[config.mk]
export PLATFORM = sky130hd
export DESIGN_NAME = fraction_arith_unit_flat
export DESIGN_NICKNAME = d
export VERILOG_FILES = /design/src/fau_pkg.sv /design/src/fau_if.sv /design/src/fau_divider.sv /design/src/fraction_arith_unit.sv /design/src/flat_wrapper.sv
export SDC_FILE = /design/constraint.sdc
export NUM_CORES = 2
export LEC_CHECK = 0
export ABC_AREA = 1
export BUFFER_PORTS_ARGS = -buffer_cell sky130_fd_sc_hd__clkbuf_2
export CAP_MARGIN = 20
export CORE_MARGIN = 2
export CORE_UTILIZATION = 50
export DETAILED_ROUTE_END_ITERATION = 7
export PLACE_DENSITY = 0.66
export SYNTH_ARGS = -nofsm -noshare
export SYNTH_HDL_FRONTEND = slang
export SYNTH_HIERARCHICAL = 1
export SYNTH_SLANG_ARGS = --single-unit
[constraint.sdc]
create_clock -name i_clk -period 8 [get_ports i_clk]
set_input_delay 0.4 -clock i_clk [delete_from_list [all_inputs] [get_ports i_clk]]
set_output_delay 0.4 -clock i_clk [all_outputs]
set_load 0.01 [all_outputs]
[src/fau_pkg.sv]
// ============================================================================
// fau_pkg: shared types and constants of the fraction arithmetic unit
// Operation and status codes, widths and the sequencer state type.
// ============================================================================
package fau_pkg;

    localparam int OPERAND_WIDTH = 16;
    localparam int IN_W          = 16;
    localparam int MAG_W         = 2 * OPERAND_WIDTH + 2;
    localparam int CNT_W         = $clog2(MAG_W + 1);

    typedef enum logic [1:0] {
        FUNC_ADD = 2'd0,
        FUNC_SUB = 2'd1,
        FUNC_MUL = 2'd2,
        FUNC_DIV = 2'd3
    } t_func;

    typedef enum logic [1:0] {
        ST_OK       = 2'd0,
        ST_ZERO_DEN = 2'd1,
        ST_DIV_ZERO = 2'd2
    } t_status;

    typedef enum logic [2:0] {
        S_IDLE,
        S_SETUP,
        S_MUL,
        S_COMBINE,
        S_GCD,
        S_DIVIDE,
        S_OUT
    } t_state;

    typedef struct packed {
        logic       start;
        logic       done;
    } t_hs;

    typedef struct packed {
        logic [1:0]  func;
        logic [15:0] first_num;
        logic [15:0] first_den;
        logic [15:0] second_num;
        logic [15:0] second_den;
    } t_in_item;

    typedef struct packed {
        logic [32:0] whole_part;
        logic [31:0] rem_num;
        logic [31:0] res_den;
        logic [1:0]  status;
    } t_out_item;

endpackage

[src/fau_if.sv]
// ============================================================================
// fau_in_if / fau_out_if: valid-ready channels of the fraction unit
// Each carries valid, ready and one item of payload.
// ============================================================================
interface fau_in_if;
    logic                  valid;
    logic                  ready;
    fau_pkg::t_in_item     data;
    modport source (output valid, output data, input ready);
    modport sink   (input valid, input data, output ready);
endinterface

interface fau_out_if;
    logic                  valid;
    logic                  ready;
    fau_pkg::t_out_item    data;
    modport source (output valid, output data, input ready);
    modport sink   (input valid, input data, output ready);
endinterface

[src/fau_divider.sv]
// ============================================================================
// fau_divider: bit-serial restoring divider
// Produces quotient and remainder of two magnitudes, one bit per cycle.
// ============================================================================
module fau_divider (
    input  logic                        i_clk,
    input  logic                        i_rst_n,
    input  logic                        i_start,
    input  logic [fau_pkg::MAG_W-1:0]   i_dividend,
    input  logic [fau_pkg::MAG_W-1:0]   i_divisor,
    output logic                        o_done,
    output logic [fau_pkg::MAG_W-1:0]   o_quot,
    output logic [fau_pkg::MAG_W-1:0]   o_rem
);
    import fau_pkg::*;

    logic [MAG_W-1:0] r_quot, r_rem, r_dvs;
    logic [CNT_W-1:0] r_cnt;
    logic             r_busy, r_done;
    logic [MAG_W:0]   w_trial;
    logic [MAG_W:0]   w_diff;

    // Shift in the next dividend bit and try a subtraction.
    assign w_trial = {r_rem, r_quot[MAG_W-1]};
    assign w_diff  = w_trial - {1'b0, r_dvs};

    always_ff @(posedge i_clk) begin
        if (!i_rst_n) begin
            r_busy <= 1'b0;
            r_done <= 1'b0;
            r_cnt  <= '0;
        end else begin
            r_done <= 1'b0;
            if (i_start) begin
                r_busy <= 1'b1;
                r_cnt  <= CNT_W'(MAG_W);
                r_quot <= i_dividend;
                r_rem  <= '0;
                r_dvs  <= i_divisor;
            end else if (r_busy) begin
                if (!w_diff[MAG_W]) begin
                    r_rem  <= w_diff[MAG_W-1:0];
                    r_quot <= {r_quot[MAG_W-2:0], 1'b1};
                end else begin
                    r_rem  <= w_trial[MAG_W-1:0];
                    r_quot <= {r_quot[MAG_W-2:0], 1'b0};
                end
                r_cnt <= r_cnt - 1'b1;
                if (r_cnt == CNT_W'(1)) begin
                    r_busy <= 1'b0;
                    r_done <= 1'b1;
                end
            end
        end
    end

    assign o_done = r_done;
    assign o_quot = r_quot;
    assign o_rem  = r_rem;

endmodule

[src/fraction_arith_unit.sv]
// ============================================================================
// fraction_arith_unit: exact add, subtract, multiply, divide of fractions
// Reduces operands and result by gcd and splits the result into a whole
// part and a remainder, using one shared bit-serial divider.
// ============================================================================
// Usage: an item on i_in carries an operation code and two signed fractions.
// The unit accepts one item at a time: i_in.ready is high while the
// sequencer is idle. Each item yields exactly one result on o_out, which is
// held in the output register until the receiver raises ready; the unit does
// not take the next item before that result has been taken.
// Flow: an item flagged for a zero denominator or a division by a zero
// value has its result set valid by the setup state. Otherwise the work
// is a chain of divisions on 34-bit magnitudes in the shared restoring
// divider (a registered start request, one shift per quotient bit, then a
// done strobe): Euclid's gcd steps for both operands and for the result (each
// step one division), two divisions per reduction and one final division.
// The three cross products are shift-and-add. The number of Euclid steps
// sets the time: up to about 24 per operand gcd and about 47 for the
// result gcd. The next item can be taken in the cycle after the result has
// been accepted.
// Reset: synchronous, active low; it returns the sequencer to idle and drops
// the output valid. A stalled receiver simply holds the result in place.
// ============================================================================
module fraction_arith_unit (
    input  logic i_clk,
    input  logic i_rst_n,
    fau_in_if.sink    i_in,
    fau_out_if.source o_out
);
    import fau_pkg::*;

    // Task list: each gcd job reduces one num/den pair in the register file.
    typedef enum logic [2:0] {
        J_OPA, J_OPB, J_RES
    } t_job;

    typedef enum logic [3:0] {
        P_EUCLID, P_DIVN, P_DIVD, P_SPLIT
    } t_phase;

    t_state          r_state, n_state;
    t_phase          r_phase;
    t_job            r_job;
    logic [1:0]      r_func;
    // Sign-magnitude values: operand a, operand b, result.
    logic            r_an_s, r_ad_s, r_bn_s, r_bd_s, r_rn_s, r_rd_s;
    logic [MAG_W-1:0] r_an, r_ad, r_bn, r_bd, r_rn, r_rd;
    logic [MAG_W-1:0] r_ga, r_gb;        // Euclid pair
    logic [MAG_W-1:0] r_g;               // gcd found
    // Serial multiplier
    logic [MAG_W-1:0] r_mc, r_mp, r_acc;
    logic [CNT_W-1:0] r_mcnt;
    logic [1:0]      r_midx;
    logic [MAG_W-1:0] r_p0, r_p1, r_p2;
    logic            r_s0, r_s1, r_s2;
    t_out_item       r_out;
    logic            r_ovalid;

    // A division request is registered, so that the division starts on the
    // operands the sequencer has just written.
    logic            r_dgo, n_dgo;
    logic [MAG_W-1:0] w_dvd, w_dvs;
    logic            w_ddone;
    logic [MAG_W-1:0] w_quot, w_rem;
    t_hs             w_hs;
    logic            w_zden;

    fau_divider u_div (
        .i_clk      (i_clk),
        .i_rst_n    (i_rst_n),
        .i_start    (r_dgo),
        .i_dividend (w_dvd),
        .i_divisor  (w_dvs),
        .o_done     (w_ddone),
        .o_quot     (w_quot),
        .o_rem      (w_rem)
    );

    function automatic logic [MAG_W-1:0] f_mag(input logic [IN_W-1:0] v);
        logic [OPERAND_WIDTH-1:0] t;
        begin
            t = v[OPERAND_WIDTH-1:0];
            if (t[OPERAND_WIDTH-1]) t = -t;
            f_mag = MAG_W'(t) | (v[OPERAND_WIDTH-1] && t == '0
                    ? MAG_W'(1) << (OPERAND_WIDTH-1) : '0);
        end
    endfunction

    assign w_hs.start = i_in.valid && i_in.ready;
    assign w_hs.done  = o_out.valid && o_out.ready;
    assign i_in.ready = (r_state == S_IDLE) && !r_ovalid;
    assign o_out.valid = r_ovalid;
    assign o_out.data  = r_out;
    assign w_zden = (r_ad == '0 || r_bd == '0);

    // Divider operands follow the current gcd phase.
    always_comb begin
        w_dvd = r_ga;
        w_dvs = r_gb;
        unique case (r_phase)
            P_EUCLID: begin w_dvd = r_ga; w_dvs = r_gb; end
            P_DIVN:   begin
                w_dvd = (r_job == J_OPA) ? r_an : (r_job == J_OPB) ? r_bn : r_rn;
                w_dvs = r_g;
            end
            P_DIVD:   begin
                w_dvd = (r_job == J_OPA) ? r_ad : (r_job == J_OPB) ? r_bd : r_rd;
                w_dvs = r_g;
            end
            P_SPLIT:  begin w_dvd = r_rn; w_dvs = r_rd; end
            default:  begin w_dvd = r_ga; w_dvs = r_gb; end
        endcase
    end

    always_ff @(posedge i_clk) begin
        if (!i_rst_n) begin
            r_state <= S_IDLE;
            r_dgo   <= 1'b0;
        end else begin
            r_state <= n_state;
            r_dgo   <= n_dgo;
        end
    end

    // Next state and division requests; datapath updates are in the clocked
    // block below.
    always_comb begin
        n_state = r_state;
        n_dgo   = 1'b0;
        unique case (r_state)
            S_IDLE:    if (w_hs.start) n_state = S_SETUP;
            S_SETUP: begin
                if (w_zden || (r_func == FUNC_DIV && r_bn == '0)) begin
                    n_state = S_OUT;
                end else begin
                    n_state = S_GCD;
                    n_dgo   = 1'b1;
                end
            end
            S_GCD: begin
                if (w_ddone) begin
                    priority if (r_phase == P_SPLIT)
                        n_state = S_OUT;
                    else if (r_phase == P_DIVD && r_job == J_OPB)
                        n_state = S_MUL;
                    else
                        n_dgo = 1'b1;
                end
            end
            S_MUL:     if (r_midx == 2'd2 && r_mcnt == '0) n_state = S_COMBINE;
            S_COMBINE: begin
                n_state = S_GCD;
                n_dgo   = 1'b1;
            end
            S_OUT:     if (w_hs.done) n_state = S_IDLE;
            default:   n_state = S_IDLE;
        endcase
    end

    // Multiply operand select: three products for the cross formulas.
    logic [MAG_W-1:0] w_ma, w_mb;
    logic             w_ms;
    always_comb begin
        unique case (r_midx)
            2'd0: begin
                w_ma = r_an;
                w_mb = (r_func == FUNC_MUL) ? r_bn : r_bd;
                w_ms = r_an_s ^ ((r_func == FUNC_MUL) ? r_bn_s : r_bd_s);
            end
            2'd1: begin
                w_ma = r_ad;
                w_mb = (r_func == FUNC_MUL) ? r_bd : r_bn;
                w_ms = r_ad_s ^ ((r_func == FUNC_MUL) ? r_bd_s : r_bn_s);
            end
            default: begin
                w_ma = r_ad;
                w_mb = r_bd;
                w_ms = r_ad_s ^ r_bd_s;
            end
        endcase
    end

    // Signed sum of the two cross products for add and subtract.
    logic             w_q_s, w_sum_s;
    logic [MAG_W-1:0] w_sum;
    always_comb begin
        w_q_s = r_s1 ^ (r_func == FUNC_SUB);
        if (r_s0 == w_q_s) begin
            w_sum = r_p0 + r_p1; w_sum_s = r_s0;
        end else if (r_p0 >= r_p1) begin
            w_sum = r_p0 - r_p1; w_sum_s = r_s0;
        end else begin
            w_sum = r_p1 - r_p0; w_sum_s = w_q_s;
        end
    end

    always_ff @(posedge i_clk) begin
        if (!i_rst_n) begin
            r_ovalid <= 1'b0;
            r_phase  <= P_EUCLID;
            r_job    <= J_OPA;
            r_midx   <= 2'd0;
            r_mcnt   <= '0;
            r_func   <= FUNC_ADD;
        end else begin
            if (w_hs.done) r_ovalid <= 1'b0;
            unique case (r_state)
                S_IDLE: begin
                    if (w_hs.start) begin
                        r_func <= i_in.data.func;
                        r_an   <= f_mag(i_in.data.first_num);
                        r_ad   <= f_mag(i_in.data.first_den);
                        r_bn   <= f_mag(i_in.data.second_num);
                        r_bd   <= f_mag(i_in.data.second_den);
                        r_an_s <= i_in.data.first_num[OPERAND_WIDTH-1];
                        r_ad_s <= i_in.data.first_den[OPERAND_WIDTH-1];
                        r_bn_s <= i_in.data.second_num[OPERAND_WIDTH-1];
                        r_bd_s <= i_in.data.second_den[OPERAND_WIDTH-1];
                        r_ga   <= f_mag(i_in.data.first_den);
                        r_gb   <= f_mag(i_in.data.first_num);
                        r_job  <= J_OPA;
                        r_phase <= P_EUCLID;
                    end
                end
                S_SETUP: begin
                    if (w_zden || (r_func == FUNC_DIV && r_bn == '0)) begin
                        r_out.whole_part <= '0;
                        r_out.rem_num    <= '0;
                        r_out.res_den    <= '0;
                        r_out.status     <= w_zden ? ST_ZERO_DEN : ST_DIV_ZERO;
                        r_ovalid         <= 1'b1;
                    end else if (r_gb == '0) begin
                        // Zero numerator: the gcd is the denominator itself.
                        r_g     <= r_ga;
                        r_phase <= P_DIVN;
                    end
                end
                S_GCD: begin
                    if (w_ddone) begin
                        unique case (r_phase)
                            P_EUCLID: begin
                                r_ga <= r_gb;
                                r_gb <= w_rem;
                                if (w_rem == '0) begin
                                    r_g     <= r_gb;
                                    r_phase <= P_DIVN;
                                end
                            end
                            P_DIVN: begin
                                unique case (r_job)
                                    J_OPA:   r_an <= w_quot;
                                    J_OPB:   r_bn <= w_quot;
                                    default: r_rn <= w_quot;
                                endcase
                                r_phase <= P_DIVD;
                            end
                            P_DIVD: begin
                                unique case (r_job)
                                    J_OPA: begin
                                        r_ad    <= w_quot;
                                        r_job   <= J_OPB;
                                        r_ga    <= r_bd;
                                        r_gb    <= r_bn;
                                        if (r_bn == '0) begin
                                            r_g     <= r_bd;
                                            r_phase <= P_DIVN;
                                        end else r_phase <= P_EUCLID;
                                    end
                                    J_OPB: begin
                                        r_bd   <= w_quot;
                                        r_midx <= 2'd0;
                                        r_mcnt <= CNT_W'(MAG_W);
                                        r_acc  <= '0;
                                    end
                                    default: begin
                                        r_rd    <= w_quot;
                                        r_phase <= P_SPLIT;
                                    end
                                endcase
                            end
                            default: begin
                                r_out.whole_part <= 33'((r_rn_s != r_rd_s) ? -w_quot : w_quot);
                                r_out.rem_num    <= 32'(r_rn_s ? -w_rem : w_rem);
                                r_out.res_den    <= 32'(r_rd_s ? -r_rd : r_rd);
                                r_out.status     <= ST_OK;
                                r_ovalid         <= 1'b1;
                            end
                        endcase
                    end
                end
                S_MUL: begin
                    // Shift-and-add, one multiplier bit per cycle, most
                    // significant bit first; the load cycle handles the top bit.
                    if (r_mcnt == CNT_W'(MAG_W)) begin
                        r_mc   <= w_ma;
                        r_mp   <= w_mb << 1;
                        r_acc  <= w_mb[MAG_W-1] ? w_ma : '0;
                        r_mcnt <= r_mcnt - 1'b1;
                    end else if (r_mcnt != '0) begin
                        r_acc  <= (r_acc << 1) + (r_mp[MAG_W-1] ? r_mc : '0);
                        r_mp   <= r_mp << 1;
                        r_mcnt <= r_mcnt - 1'b1;
                    end else begin
                        unique case (r_midx)
                            2'd0:    begin r_p0 <= r_acc; r_s0 <= w_ms; end
                            2'd1:    begin r_p1 <= r_acc; r_s1 <= w_ms; end
                            default: begin r_p2 <= r_acc; r_s2 <= w_ms; end
                        endcase
                        r_midx <= r_midx + 2'd1;
                        r_mcnt <= CNT_W'(MAG_W);
                    end
                end
                S_COMBINE: begin
                    r_job <= J_RES;
                    if (r_func == FUNC_MUL || r_func == FUNC_DIV) begin
                        r_rn <= r_p0; r_rn_s <= r_s0;
                        r_rd <= r_p1; r_rd_s <= r_s1;
                        r_ga <= r_p1; r_gb <= r_p0;
                        if (r_p0 == '0) begin r_g <= r_p1; r_phase <= P_DIVN; end
                        else r_phase <= P_EUCLID;
                    end else begin
                        r_rn <= w_sum; r_rn_s <= w_sum_s;
                        r_rd <= r_p2; r_rd_s <= r_s2;
                        r_ga <= r_p2; r_gb <= w_sum;
                        if (w_sum == '0) begin r_g <= r_p2; r_phase <= P_DIVN; end
                        else r_phase <= P_EUCLID;
                    end
                end
                default: ;
            endcase
        end
    end

endmodule

[src/flat_wrapper.sv]
// flat-port wrapper written by rule: the top's interface ports become plain ports
module fraction_arith_unit_flat import fau_pkg::*;
  (i_clk, i_rst_n, i_in_valid, i_in_data, i_in_ready, o_out_valid, o_out_data, o_out_ready);
  fau_in_if i_in_i ();
  fau_out_if o_out_i ();
  input  logic i_clk;
  input  logic i_rst_n;
  input wire logic [$bits(i_in_i.valid)-1:0] i_in_valid;
  input wire logic [$bits(i_in_i.data)-1:0] i_in_data;
  output wire logic [$bits(i_in_i.ready)-1:0] i_in_ready;
  output wire logic [$bits(o_out_i.valid)-1:0] o_out_valid;
  output wire logic [$bits(o_out_i.data)-1:0] o_out_data;
  input wire logic [$bits(o_out_i.ready)-1:0] o_out_ready;
  assign i_in_i.valid = i_in_valid;
  assign i_in_i.data = i_in_data;
  assign i_in_ready = i_in_i.ready;
  assign o_out_valid = o_out_i.valid;
  assign o_out_data = o_out_i.data;
  assign o_out_i.ready = o_out_ready;
  fraction_arith_unit u_core (.i_clk(i_clk), .i_rst_n(i_rst_n), .i_in(i_in_i), .o_out(o_out_i));
endmodule
==> metrics.log <==
[metrics] status: complete, no violations
[metrics] number of nets produced by synthesis: 6,713
[metrics] combinational family with the most area after synthesis: simple AND/OR/NAND/NOR gates
[metrics] Simple-Gate Fraction of Synth Area: 24.2%
[metrics] vertical extent of the die: between 300 and 400 um
[metrics] total of flip-flops plus latches after synthesis: roughly 750
[metrics] fillers: ~9,500
[metrics] fraction of the yosys area taken by sequential cells: between 40% and 50%
[metrics] clock period minus worst slack: 5.55 ns
[metrics] Total Power: 16.2 mW
[metrics] area taken by multi-input logic gates: 23,100 um^2
[metrics] CTS Hold Bufs: 0
[metrics] largest net degree at the start of global routing: 145
[metrics] number of standard cells after synthesis: 6,449
[metrics] Routed wire per std cell: 26.3 um
[metrics] initial cell density of the core: 50.5%
[metrics] Reg-to-Reg Start: u_core/r_p0[27]
[metrics] nature of the critical path startpoint: flip-flop
[metrics] clock tree from TritonCTS: yes
[metrics] wire length of the first global-routing pass: between 200,000 and 300,000 um
[metrics] total of cells resized after clock tree synthesis: 0
[metrics] top flip-flop cell by instance count after synthesis: edfxtp_1
[metrics] routability-driven placement congestion ratio: 1.04
[metrics] leakage power: 24.4 nW
[metrics] Max Fclk: 180 MHz
[metrics] biggest area contributors in the synthesized netlist: edfxtp_1 (43%), nand2_1 (14%), inv_1 (7.1%)
[metrics] most common library cell in the layout ignoring fill and taps: nand2_1
[metrics] overall global routing resource usage: about 40%
[metrics] number of buffers created by CTS: 87
[metrics] post-synthesis instance area: 49,900 um^2
[metrics] Syn-to-layout area delta: 9.56%
[metrics] number of max-cap violations: 0
[metrics] final wirelength: 208,000 um
[metrics] Vias/cell: 6.05
[metrics] number of global-route vias before repair: 42,857
[metrics] Slew Limit Headroom: around 18%
[metrics] clock latency on the worst-skew pair: around 0.66 ns
[metrics] drt initial violations: 7,302
[metrics] Setup Skew: 0.0243 ns
[metrics] critical path class: flip-flop to flip-flop
[metrics] detailed-router iteration count before antenna repair: 8
[metrics] power density cells: 297 nW/um^2
[metrics] Req. time, crit path: approximately 8.3 ns
[metrics] core area: 98,700 um^2
[metrics] post-route DRC violation count: 0
[metrics] maximum count of clock buffers along a single path: 3
[metrics] Min-Delay Startpoint: o_out_ready
[metrics] arrival time at the worst endpoint: 5.83 ns
[metrics] sequential cell area in the final layout: 22,100 um^2
[metrics] count of buffers inserted at the top-level ports: 170
[metrics] Post-synth ARST share: 0%
[metrics] CTS sink count: 746
[metrics] Setup crit start: u_core/r_p0[27]
[metrics] final slew viol count: 0
[metrics] register-to-register path setup slack: 2.45 ns
[metrics] parity-gate share of the synthesized area counting xor and xnor cells: 1.95%
[metrics] Final Net Count: 6,788
[metrics] share of cell area taken by muxes after synthesis: 0%
[metrics] setup bufs post-CTS: 0
[metrics] Max VDD drop: 0.267 mV
[metrics] synthesized-area fraction occupied by adder cells: 4.94%
[metrics] top library cells by usage in the layout, fill and taps aside: nand2_1 (1,800), inv_1 (944), edfxtp_1 (719)
[metrics] via total after detailed routing: 47,687
[metrics] fraction of layout cells with a size suffix above 1: 7.66%
[metrics] count of H-tree levels built during CTS: 3
[metrics] post-synthesis average cell area: 7.74 um^2
[metrics] library cell with the largest summed area after synthesis: edfxtp_1
[metrics] RSZ-0062 raised after global routing: false
[metrics] post-synthesis cell type count: a little over 60
[metrics] number of warnings issued by yosys: 6
[metrics] CP Capture Type: flip-flop
[metrics] Final Hold Violating Endpoints: 0
[metrics] count of nets left with antenna violations after detail routing: 0
[metrics] clk slew on worst S/H paths: ~0.06 ns
[metrics] I/O pin count: around 170
[metrics] hold slack final: roughly 0.11 ns
[metrics] number of enable-type register cells in the synthesized netlist: about 720
[metrics] final count of negative-setup-slack endpoints: 0
[metrics] number of antenna violations at the first check in global routing: 3
[metrics] global route overflow: 0
[metrics] sum of net half-perimeters after detailed placement: around 160,000 um
[metrics] maximum net fanout on the critical path: 34
[metrics] width of the die: 320 um
[metrics] transition at the pin with the smallest max-transition slack: 1.21 ns
[metrics] class of the worst hold path: input pin to flip-flop
[metrics] post-synthesis compound-gate area fraction: 14.9%
[metrics] final cycle utilization of the critical path: 69.4%
[metrics] area share of the largest cell type after synthesis: 43.3%
[metrics] number of rows created at floorplan: around 120
[metrics] Root Buffer: clkbuf_16
[metrics] TNS Setup: 0 ns
[metrics] Die Area: around 100,000 um^2
-- area by class of cell --
| cell class | count | area share (%) |
|---|---|---|
| clock inverters | 52 | 0.945 |
| repair buffers | 232 | 2.46 |
| well taps | 1287 | 2.95 |
| diodes | 2 | 0.00916 |
| flip-flops and latches | 746 | 40.5 |
| inverters | 972 | 6.68 |
| multi-input cells | 4485 | 42.3 |
| clock buffers | 102 | 4.20 |
-- metrics by stage --
step | cell area, um^2 | setup slack [ns] | utilization (%) | cells
6_report | 54700 | 2.45 | 55.4 | 7878
5_1_grt | 54600 | 2.17 | 55.4 | 7876
3_5_place_dp | 51800 | 2.77 | 52.5 | 7718
2_1_floorplan | 49900 | 0.769 | - | 6449
4_1_cts | 54600 | 2.73 | 55.3 | 7872
3_3_place_gp | 51800 | 2.76 | 52.5 | 7716
-- synthesized netlist by cell type, types with 13 or more instances --
cell type / instances
buf_4: 20
o21ai_0: 579
nor4_1: 42
nand2_4: 14
a21oi_1: 421
inv_1: 949
nand2_2: 19
o22ai_1: 15
o21bai_1: 30
a221oi_1: 18
o211ai_1: 37
nor2_1: 468
buf_1: 16
inv_2: 17
dfxtp_1: 27
a31oi_1: 13
o21a_1: 28
buf_6: 20
xnor2_1: 38
nand3_1: 238
nor3_1: 114
nand2_1: 1802
nand4_1: 85
clkbuf_1: 182
a22oi_1: 57
ha_1: 189
edfxtp_1: 719
o221ai_1: 52
nor2_2: 26
nand3b_1: 13
xor2_1: 67
-- worst max-delay path, cell delays in order, from the launching register on --
cell and delay (ns):
edfxtp_1 0.41, inv_1 0.09, ha_1 0.54, nand2_1 0.14, nand2_1 0.08, nand2_1 0.07
nand2_1 0.11, a21oi_2 0.34, nand2_2 0.11, nor2_4 0.59, nand2_8 0.35, nand2_1 0.15
nand3_1 0.15, nand2_1 0.15, nand2_1 0.08, nor2_1 0.14, nand2_1 0.06, nor2_1 0.37
nand4_1 0.27, nand2_1 0.14, o21ai_0 0.10, inv_1 0.10, buf_4 0.52
-- sequential cells by signal (all words and copies together) (netlist names), 33 cells and up --
name,cells
u_core/r_bn,34
u_core/r_p2,34
u_core/r_acc,34
u_core/r_rn,34
u_core/r_ad,34
u_core/o_out.data,99
u_core/u_div/o_quot,34
u_core/r_p0,34
u_core/r_gb,34
u_core/r_an,34
u_core/r_mp,33
u_core/u_div/r_dvs,34
u_core/r_g,34
u_core/u_div/o_rem,34
u_core/r_bd,34
u_core/r_mc,34
u_core/r_ga,34
u_core/r_p1,34
u_core/r_rd,34
-- logic make-up (layout without fill, tap and decap cells) --
kind of cell	Yosys count	count (layout)
AND/OR/NAND/NOR	2868	2868
AO/OA/AOI/OAI	1316	1316
buffers and inverters	1218	1358
flip-flops	746	746
adder cells (fa/ha/maj)	194	194
XOR/XNOR	107	107
other	0	2
-- per-layer routing --
metal | global-route usage (%) | share of wire (%)
met1 | 56.3 | 41
met2 | 55.8 | 40
met5 | 0 | 0.013
met3 | 10.6 | 13
met4 | 18.7 | 5.7
-- power breakdown --
part | leakage, nW | switching (mW) | internal (mW)
clock network | 1.36 | 1.66 | 2.36
logic | 16.2 | 4.71 | 1.53
registers | 6.83 | 0.511 | 5.45
-- final timing paths --
| check | end | cells after the start |
|---|---|---|
| min reg2reg | u_core/r_mcnt[0] | 2 |
| min | u_core/o_out.valid | 4 |
| max | u_core/r_g[11] | 22 |
| max reg2reg | u_core/r_g[11] | 22 |
(Power assumes the default switching activity.)
